===== config.mk =====
export PLATFORM = sky130hd
export DESIGN_NAME = text_console_cell_writer_unit
export DESIGN_NICKNAME = d
export VERILOG_FILES = /design/src/rtl/tccw_pkg.sv /design/src/rtl/text_console_cell_writer_unit.sv /design/src/rtl/tccw_front.sv /design/src/rtl/tccw_queue.sv /design/src/rtl/tccw_back.sv
export VERILOG_INCLUDE_DIRS = /design/src /design/src/rtl
export SDC_FILE = /design/constraint.sdc
export NUM_CORES = 2
export LEC_CHECK = 0
export BUFFER_PORTS_ARGS = -buffer_cell sky130_fd_sc_hd__buf_2
export CELL_PAD_IN_SITES_DETAIL_PLACEMENT = 0
export CELL_PAD_IN_SITES_GLOBAL_PLACEMENT = 1
export CORE_UTILIZATION = 50
export DETAILED_ROUTE_END_ITERATION = 16
export GPL_TIMING_DRIVEN = 0
export PLACE_DENSITY_LB_ADDON = 0.1
export SLEW_MARGIN = 20
export SYNTH_ARGS = -nofsm -noshare
export SYNTH_HDL_FRONTEND = slang
export SYNTH_SLANG_ARGS = --single-unit
export TNS_END_PERCENT = 100

===== constraint.sdc =====
create_clock -name clk -period 17.95 [get_ports clk]
set_clock_uncertainty 0.2 [all_clocks]
set_input_delay 3.59 -clock clk [delete_from_list [all_inputs] [get_ports clk]]
set_output_delay 3.59 -clock clk [all_outputs]
set_load 0.05 [all_outputs]

===== src/rtl/assert_macros.svh =====
// Assertion helpers shared by the console writer modules.
`ifndef ASSERT_MACROS_SVH
`define ASSERT_MACROS_SVH

// The consequent must hold in the same cycle as the antecedent.
`define ASSERT_IMPLIES(label, clk, rst, ante, cons) \
  label: assert property (@(posedge clk) disable iff (rst) (ante) |-> (cons)) \
    else $error("console writer assertion failed");

// The consequent must hold in the cycle after the antecedent.
`define ASSERT_NEXT(label, clk, rst, ante, cons) \
  label: assert property (@(posedge clk) disable iff (rst) (ante) |=> (cons)) \
    else $error("console writer assertion failed");

`endif


===== src/rtl/tccw_pkg.sv =====
package tccw_pkg;

  localparam int SCREEN_COLUMNS = 80;
  localparam int SCREEN_ROWS    = 25;
  localparam int TAB_STEP       = 4;

  localparam int COL_W   = 7;
  localparam int ROW_W   = 5;
  localparam int CELL_W  = 11;
  localparam int DIGIT_DEPTH = 10;
  localparam int NDIG_W  = 4;

  localparam int QUEUE_DEPTH = 4;
  localparam int QUEUE_AW    = 2;

  localparam logic [7:0] ATTR_RESET = 8'hD0;
  localparam logic [7:0] CH_NEWLINE = 8'd10;
  localparam logic [7:0] CH_TAB     = 8'd9;
  localparam logic [7:0] CH_MINUS   = 8'h2D;

  localparam logic [1:0] KIND_CHAR = 2'd0;
  localparam logic [1:0] KIND_DEC  = 2'd1;
  localparam logic [1:0] KIND_HEX  = 2'd2;

  // Reciprocal of ten, scaled by 2^35: exact quotient for every 32-bit value.
  localparam logic [31:0] RECIP_TEN = 32'hCCCC_CCCD;

  typedef enum logic [2:0] {
    F_IDLE,
    F_CHAR,
    F_MUL,
    F_DIV,
    F_SIGN,
    F_DIGITS
  } front_state_t;

  // One character handed from the front part to the back part.
  typedef struct packed {
    logic [7:0] ch;
    logic       last;
  } queue_entry_t;

endpackage


===== src/rtl/text_console_cell_writer_unit.sv =====
// Text console cell writer for an 80 by 25 cell text screen.
// Input channel (in_valid/in_ready) carries one console item per transfer:
// kind selects a plain character (char_code), a signed decimal number or a
// signed hexadecimal number (number). Output channel (out_valid/out_ready)
// carries one transfer per emitted character: a cell write or a cursor move,
// with last set on the final character of the item. An unused kind is taken
// and dropped without any output.
// A plain character is registered in the front, written into the queue and
// then popped into the output register. A number is first split into digits,
// each decimal digit by a reciprocal multiply and then a remainder step, each
// hex digit by a shift step, and then one character per cycle is queued while
// the queue has room; the front accepts a new item once the last character of
// the current one is queued.
// A four-entry character queue parts the digit front from the cursor back;
// when the receiver stalls, the back holds its output register, the queue
// fills and the front waits with in_ready low. Reset clears the cursor, the
// queue and out_valid and sets the attribute register to 0xD0.
// The attribute register sits at APB address 0; the user must write it only
// while the block is idle, which the block itself does not enforce.

module text_console_cell_writer_unit (
  input  logic               clk,
  input  logic               rst,
  input  logic               psel,
  input  logic               penable,
  input  logic               pwrite,
  input  logic [1:0]         paddr,
  input  logic [31:0]        pwdata,
  output logic [31:0]        prdata,
  output logic               pready,
  input  logic               in_valid,
  output logic               in_ready,
  input  logic [1:0]         kind,
  input  logic [7:0]         char_code,
  input  logic signed [31:0] number,
  output logic               out_valid,
  input  logic               out_ready,
  output logic               do_write,
  output logic [10:0]        cell_index,
  output logic [7:0]         glyph,
  output logic [7:0]         attribute,
  output logic               clear_screen,
  output logic               last
);
  import tccw_pkg::*;

  logic [7:0]   text_attribute;
  logic         push;
  logic         pop;
  logic         queue_full;
  logic         queue_empty;
  queue_entry_t push_entry;
  queue_entry_t head;

  // Single register: every write transfer lands in the attribute byte.
  assign pready = 1'b1;
  assign prdata = (paddr == 2'd0) ? {24'd0, text_attribute} : 32'd0;

  always_ff @(posedge clk) begin
    if (rst) begin
      text_attribute <= ATTR_RESET;
    end else if (psel && penable && pwrite && pready) begin
      text_attribute <= pwdata[7:0];
    end
  end

  // Front: takes items and turns numbers into sign and digit characters.
  tccw_front u_front (
    .clk        (clk),
    .rst        (rst),
    .in_valid   (in_valid),
    .in_ready   (in_ready),
    .kind       (kind),
    .char_code  (char_code),
    .number     (number),
    .push       (push),
    .push_entry (push_entry),
    .queue_full (queue_full)
  );

  tccw_queue u_queue (
    .clk        (clk),
    .rst        (rst),
    .push       (push),
    .push_entry (push_entry),
    .full       (queue_full),
    .pop        (pop),
    .head       (head),
    .empty      (queue_empty)
  );

  // Back: moves the cursor and produces one result per character.
  tccw_back u_back (
    .clk            (clk),
    .rst            (rst),
    .head           (head),
    .empty          (queue_empty),
    .pop            (pop),
    .text_attribute (text_attribute),
    .out_valid      (out_valid),
    .out_ready      (out_ready),
    .do_write       (do_write),
    .cell_index     (cell_index),
    .glyph          (glyph),
    .attribute      (attribute),
    .clear_screen   (clear_screen),
    .last           (last)
  );

endmodule


===== src/rtl/tccw_front.sv =====
`include "assert_macros.svh"

module tccw_front (
  input  logic                  clk,
  input  logic                  rst,
  input  logic                  in_valid,
  output logic                  in_ready,
  input  logic [1:0]            kind,
  input  logic [7:0]            char_code,
  input  logic signed [31:0]    number,
  output logic                  push,
  output tccw_pkg::queue_entry_t push_entry,
  input  logic                  queue_full
);
  import tccw_pkg::*;

  front_state_t state, state_next;
  logic              is_dec;
  logic              neg;
  logic [31:0]       mag;
  logic [63:0]       prod;
  logic [NDIG_W-1:0] ndig;
  logic [7:0]        ch;
  logic [3:0]        digit_store [DIGIT_DEPTH];

  logic [31:0] quot;
  logic [3:0]  rem_digit;
  logic        extract_done;
  logic [3:0]  cur_digit;
  logic        accept;

  function automatic logic [7:0] digit_char(input logic [3:0] d);
    if (d > 4'd9) begin
      return 8'h41 + {4'd0, d} - 8'd10;
    end
    return 8'h30 + {4'd0, d};
  endfunction

  assign accept = in_valid && in_ready;

  // Decimal digit: quotient from the registered reciprocal product; hex digit: shift and low nibble.
  always_comb begin
    if (is_dec) begin
      quot      = {3'd0, prod[63:35]};
      rem_digit = 4'(mag - ((quot << 3) + (quot << 1)));
    end else begin
      quot      = {4'd0, mag[31:4]};
      rem_digit = mag[3:0];
    end
    extract_done = (quot == 32'd0) || (ndig == NDIG_W'(DIGIT_DEPTH - 1));
    cur_digit    = digit_store[ndig - NDIG_W'(1)];
  end

  always_comb begin
    state_next = state;
    unique case (state)
      F_IDLE: begin
        if (accept) begin
          if (kind == KIND_CHAR) begin
            state_next = F_CHAR;
          end else if (kind == KIND_DEC) begin
            state_next = F_MUL;
          end else if (kind == KIND_HEX) begin
            state_next = F_DIV;
          end
        end
      end
      F_CHAR: begin
        if (!queue_full) state_next = F_IDLE;
      end
      F_MUL: state_next = F_DIV;
      F_DIV: begin
        if (extract_done) begin
          state_next = F_SIGN;
        end else if (is_dec) begin
          state_next = F_MUL;
        end
      end
      F_SIGN: begin
        if (!neg || !queue_full) state_next = F_DIGITS;
      end
      F_DIGITS: begin
        if (!queue_full && ndig == NDIG_W'(1)) state_next = F_IDLE;
      end
      default: state_next = F_IDLE;
    endcase
  end

  always_comb begin
    in_ready   = (state == F_IDLE);
    push       = 1'b0;
    push_entry = '{ch: 8'd0, last: 1'b0};
    unique case (state)
      F_CHAR: begin
        push       = !queue_full;
        push_entry = '{ch: ch, last: 1'b1};
      end
      F_SIGN: begin
        push       = neg && !queue_full;
        push_entry = '{ch: CH_MINUS, last: 1'b0};
      end
      F_DIGITS: begin
        push       = !queue_full;
        push_entry = '{ch: digit_char(cur_digit), last: (ndig == NDIG_W'(1))};
      end
      default: begin
      end
    endcase
  end

  always_ff @(posedge clk) begin
    if (rst) begin
      state <= F_IDLE;
      ndig  <= '0;
    end else begin
      state <= state_next;
      if (state == F_IDLE && accept) begin
        ndig <= '0;
      end else if (state == F_DIV) begin
        ndig <= ndig + NDIG_W'(1);
      end else if (state == F_DIGITS && !queue_full) begin
        ndig <= ndig - NDIG_W'(1);
      end
    end
  end

  always_ff @(posedge clk) begin
    if (state == F_IDLE && accept) begin
      ch     <= char_code;
      is_dec <= (kind == KIND_DEC);
      neg    <= number[31];
      mag    <= number[31] ? (32'd0 - $unsigned(number)) : $unsigned(number);
    end
    if (state == F_MUL) begin
      prod <= mag * RECIP_TEN;
    end
    if (state == F_DIV) begin
      digit_store[ndig] <= rem_digit;
      mag               <= quot;
    end
  end

  `ASSERT_IMPLIES(a_ndig_range, clk, rst, 1'b1, ndig <= NDIG_W'(DIGIT_DEPTH))
  `ASSERT_IMPLIES(a_digits_nonempty, clk, rst, state == F_DIGITS, ndig != '0)

endmodule


===== src/rtl/tccw_queue.sv =====
`include "assert_macros.svh"

module tccw_queue (
  input  logic                   clk,
  input  logic                   rst,
  input  logic                   push,
  input  tccw_pkg::queue_entry_t push_entry,
  output logic                   full,
  input  logic                   pop,
  output tccw_pkg::queue_entry_t head,
  output logic                   empty
);
  import tccw_pkg::*;

  queue_entry_t          slots [QUEUE_DEPTH];
  logic [QUEUE_AW-1:0]   wr_ptr;
  logic [QUEUE_AW-1:0]   rd_ptr;
  logic [QUEUE_AW:0]     count;

  assign full  = (count == (QUEUE_AW + 1)'(QUEUE_DEPTH));
  assign empty = (count == '0);
  assign head  = slots[rd_ptr];

  always_ff @(posedge clk) begin
    if (rst) begin
      wr_ptr <= '0;
      rd_ptr <= '0;
      count  <= '0;
    end else begin
      if (push) wr_ptr <= wr_ptr + QUEUE_AW'(1);
      if (pop)  rd_ptr <= rd_ptr + QUEUE_AW'(1);
      if (push && !pop) begin
        count <= count + (QUEUE_AW + 1)'(1);
      end else if (pop && !push) begin
        count <= count - (QUEUE_AW + 1)'(1);
      end
    end
  end

  always_ff @(posedge clk) begin
    if (push) slots[wr_ptr] <= push_entry;
  end

  `ASSERT_IMPLIES(a_no_overflow, clk, rst, push, !full)
  `ASSERT_IMPLIES(a_no_underflow, clk, rst, pop, !empty)

endmodule


===== src/rtl/tccw_back.sv =====
`include "assert_macros.svh"

module tccw_back (
  input  logic                   clk,
  input  logic                   rst,
  input  tccw_pkg::queue_entry_t head,
  input  logic                   empty,
  output logic                   pop,
  input  logic [7:0]             text_attribute,
  output logic                   out_valid,
  input  logic                   out_ready,
  output logic                   do_write,
  output logic [10:0]            cell_index,
  output logic [7:0]             glyph,
  output logic [7:0]             attribute,
  output logic                   clear_screen,
  output logic                   last
);
  import tccw_pkg::*;

  logic [COL_W-1:0] cursor_column;
  logic [ROW_W-1:0] cursor_row;

  logic [COL_W:0]   col_n;
  logic [ROW_W:0]   row_n;
  logic             wr_n;
  logic             clr_n;
  logic [11:0]      cell_full;
  logic [CELL_W-1:0] cell_n;
  logic [7:0]       glyph_n;
  logic [7:0]       attr_n;

  assign pop = !empty && (!out_valid || out_ready);

  always_comb begin
    col_n     = {1'b0, cursor_column};
    row_n     = {1'b0, cursor_row};
    wr_n      = 1'b0;
    clr_n     = 1'b0;
    cell_full = 12'(cursor_row) * 12'(SCREEN_COLUMNS) + 12'(cursor_column);
    cell_n    = '0;
    glyph_n   = 8'd0;
    attr_n    = 8'd0;
    case (head.ch)
      CH_NEWLINE: begin
        col_n = '0;
        row_n = row_n + (ROW_W + 1)'(1);
      end
      CH_TAB: begin
        col_n = col_n + (COL_W + 1)'(TAB_STEP);
      end
      default: begin
        wr_n    = 1'b1;
        cell_n  = cell_full[CELL_W-1:0];
        glyph_n = head.ch;
        attr_n  = text_attribute;
        col_n   = col_n + (COL_W + 1)'(1);
      end
    endcase
    if (col_n >= (COL_W + 1)'(SCREEN_COLUMNS)) begin
      col_n = '0;
      row_n = row_n + (ROW_W + 1)'(1);
    end
    if (row_n >= (ROW_W + 1)'(SCREEN_ROWS)) begin
      row_n = '0;
      clr_n = 1'b1;
    end
  end

  always_ff @(posedge clk) begin
    if (rst) begin
      out_valid     <= 1'b0;
      cursor_column <= '0;
      cursor_row    <= '0;
    end else begin
      if (pop) begin
        out_valid     <= 1'b1;
        cursor_column <= col_n[COL_W-1:0];
        cursor_row    <= row_n[ROW_W-1:0];
      end else if (out_ready) begin
        out_valid <= 1'b0;
      end
    end
  end

  always_ff @(posedge clk) begin
    if (pop) begin
      do_write     <= wr_n;
      cell_index   <= cell_n;
      glyph        <= glyph_n;
      attribute    <= attr_n;
      clear_screen <= clr_n;
      last         <= head.last;
    end
  end

  `ASSERT_IMPLIES(a_col_range, clk, rst, 1'b1, cursor_column < COL_W'(SCREEN_COLUMNS))
  `ASSERT_NEXT(a_row_range, clk, rst, pop, 32'(cursor_row) < SCREEN_ROWS)

endmodule


==> metrics <==
outcome=completed; setup repair bufs after CTS=0; MaxCap Viol Count=0; Setup crit end kind=flip-flop; Distinct cells, synth=77; clock sinks=214; CP required=18.11 ns; Synth Area per Inst=10.4 µm²; vias in the first global route=19883; crit-path most repeated cell=fa_1; DR WL met3=4750 µm; total gr overflow=0; slowest cell delay on critical path=0.65 ns; Synth Register Bits=214; DR WL met2=35700 µm; synthesized area=27700 µm²; Hold Startpoint=text_attribute[2]$_SDFFE_PP0P_; final count of pins violating max slew=0; Hold Path Depth=2; Fin Hold WS=0.279 ns; die height=237 µm; commonest non-fill, non-tap cell in the layout=inv_1; drt total wl=73900 µm; port bufs=97; DRC viols=0; Worst slew margin=27.8%; WL met1=31700 µm; HP Class=flip-flop to flip-flop; Post-CTS Hold Fix Bufs=0; min cycle time layout=8.73 ns; CTS resizes=0; All-Layer GR Usage=27.1%; CP Buf/Inv Count=3; EDFF count, synth=177; largest net degree at the start of global routing=39; cells along the critical path=ha_1, xor2_1, xor2_1, fa_1, fa_1, fa_1, fa_1, fa_1, inv_1, fa_1, inv_1, ha_1, clkbuf_1, nand2_1, nor4_1, nand3_1, a31o_2, a21oi_1, nor2_1, o21ai_0, o22a_1, xor2_1; Worst Tran Pin Value=1.07 ns; final worst-path cycle share=48.7%; initial antenna violation count=1; reg2reg setup slack=9.22 ns; Die ar.=56300 µm²; CTS Root Cell=clkbuf_16; worst skew pair latency=0.52 ns; Top Metal Used=met5; Post-synth top flop=edfxtp_1; Endpoint, Worst Hold=text_attribute[2]$_SDFFE_PP0P_; I/O pin cnt=148; R2R Path End=u_front.prod[62]$_DFFE_PP_; post-synthesis cell count=2659; first-pass GRT wire length=115000 µm; Die W=237 µm; R2R cell count=22; clock-pin slew on the worst setup and hold paths=0.07 ns; Post-DP HPWL=63700 µm; Post-synth ARST share=0%; Clock Path Buffers=3; sequential fraction of the synthesis area=21.9%; most frequent cells in the layout=646 x inv_1, 389 x fa_1, 378 x ha_1; initial core utilization=51.1%; Avg WL per Cell=21.0 µm; drt first-iter violations=1449; peak fanout along the critical path=8; drt via density=5.42; Hold Fails Final Rpt=0; CORE AREA=54200 µm²; CTS buffer count=22; setup violators final=0; Worst setup SP type=flip-flop; CP arrival=8.89 ns; fmax=114 MHz; Final TNS setup=0 ns; diodes inserted=0; share of layout cells above drive strength 1=6.96%; std cell rows=85; Placer Congestion=0.985; area grow syn2layout=7.89%; delay-heaviest family, CP=adder cells; H-tree level count=1; worst reg2reg path startpoint=u_front.mag[2]$_DFFE_PP_; CTS tree=yes; Nets=3653; CP Class=flip-flop to flip-flop; Routed Antenna Nets=0; Yosys warning total=0; vias=19048; unrepaired setup endpoints after global routing=no; DR pass1 iterations=7; slowest CP cell=edfxtp_1
[registers in the layout, indices dropped and copies added, names as in the netlist, 2 cells and up, named ones only]
signal,count
u_queue.slots,36
u_front.ndig,4
u_front.prod,29
u_back.glyph,8
u_front.ch,8
u_front.digit_store,40
u_back.attribute,8
u_back.cell_index,11
u_front.mag,32
u_queue.wr_ptr,2
u_front.state,3
text_attribute,8
u_back.cursor_column,7
u_back.cursor_row,5
u_queue.count,3
u_queue.rd_ptr,2
[layer usage]
layer  global-route usage, %  up-vias
met3                    4.73      102
met4                    5.81        2
met1                    36.7     9527
met5                       0        -
met2                    45.7      535
li1                        -     8882
[synth_stat cells, types with 3 or more instances]
| cell | number | area [µm²] |
|---|---|---|
| nor3_1 | 26 | 130 |
| nand2b_1 | 13 | 81.3 |
| nor2_1 | 93 | 349 |
| nand3_1 | 22 | 110 |
| mux4_2 | 13 | 293 |
| a22oi_1 | 5 | 37.5 |
| o41ai_1 | 7 | 61.3 |
| o21a_1 | 3 | 22.5 |
| buf_1 | 3 | 11.3 |
| or2_2 | 6 | 37.5 |
| nor3b_1 | 6 | 45.0 |
| mux2i_1 | 34 | 340 |
| nand3b_1 | 6 | 45.0 |
| ha_1 | 378 | 4730 |
| a221o_1 | 4 | 40.0 |
| nor2b_1 | 19 | 119 |
| o211ai_1 | 6 | 45.0 |
| a311oi_1 | 3 | 26.3 |
| clkbuf_1 | 48 | 180 |
| o21ai_0 | 78 | 390 |
| edfxtp_1 | 177 | 5320 |
| and3_1 | 26 | 163 |
| dfxtp_1 | 37 | 741 |
| a21o_1 | 62 | 465 |
| xnor2_1 | 73 | 639 |
| a211oi_1 | 5 | 37.5 |
| buf_4 | 25 | 188 |
| o31ai_1 | 8 | 60.1 |
| o2111ai_1 | 3 | 26.3 |
| mux2_2 | 4 | 45.0 |
| or4_1 | 8 | 60.1 |
| xor2_1 | 58 | 508 |
| nand2_1 | 115 | 432 |
| nand4_1 | 15 | 93.8 |
| a31oi_1 | 6 | 37.5 |
| o21bai_1 | 7 | 52.6 |
| and2_1 | 39 | 244 |
| inv_1 | 646 | 2420 |
| or3_1 | 10 | 62.6 |
| o211a_1 | 5 | 50.1 |
| fa_1 | 389 | 7790 |
| mux4_1 | 4 | 105 |
| a21oi_1 | 107 | 536 |
| a221oi_1 | 3 | 26.3 |
| nor4_1 | 14 | 87.6 |
[cell families after synthesis]
kind of cell / count (synthesis) / synth area share [%]
compound gates: 337 / 7.84
xor+xnor: 132 / 4.23
fa+ha+maj: 767 / 45.2
buf+inv: 726 / 10.2
flops: 214 / 21.9
mux: 55 / 2.83
other cells: 2 / 0.0271
simple gates: 426 / 7.76
[cell type report]
type	count	area [µm²]
inverter	647	2430
multi-input combinational	1742	18900
tap	696	871
clock inverter	13	150
clock buffer	26	586
timing repair buffer	97	485
fill	4913	24400
buffer	79	407
sequential	214	6060
[per-stage QoR]
stage	setup WS, ns	cells	cell area [µm²]	util, %
after detailed placement	9.25	3475	29100	53.7
after floorplan	9.89	2682	27800	-
after global routing	8.76	3514	29900	55.1
after global placement	9.23	3475	29100	53.7
after CTS	9.19	3514	29900	55.1
final	9.22	3514	29900	55.1
[worst register-to-register path: stages (launching register included)]
cell and delay, ns:
edfxtp_1 0.65, ha_1 0.60, xor2_1 0.63, xor2_1 0.42, fa_1 0.51, fa_1 0.44, fa_1 0.56, fa_1 0.42
fa_1 0.52, inv_1 0.05, fa_1 0.49, inv_1 0.05, ha_1 0.26, clkbuf_1 0.33, nand2_1 0.21, nor4_1 0.37
nand3_1 0.13, a31o_2 0.31, a21oi_1 0.42, nor2_1 0.16, o21ai_0 0.40, o22a_1 0.23, xor2_1 0.20
[worst max-delay path by stage]
| stage | to | cells after the start | start |
|---|---|---|---|
| 2_1_floorplan | prdata[0] | 2 | paddr[1] |
| 3_3_place_gp | u_front.prod[62]$_DFFE_PP_ | 25 | u_front.mag[16]$_DFFE_PP_ |
| 3_5_place_dp | u_front.prod[62]$_DFFE_PP_ | 25 | u_front.mag[16]$_DFFE_PP_ |
| 4_1_cts | u_front.prod[62]$_DFFE_PP_ | 25 | u_front.mag[16]$_DFFE_PP_ |
| 5_1_grt | u_front.prod[63]$_DFFE_PP_ | 25 | u_front.mag[16]$_DFFE_PP_ |
| 6_report | u_front.prod[62]$_DFFE_PP_ | 22 | u_front.mag[2]$_DFFE_PP_ |
Power is not shown: default switching activity piles up to over one toggle a cycle in this logic, so the estimate is an artifact.
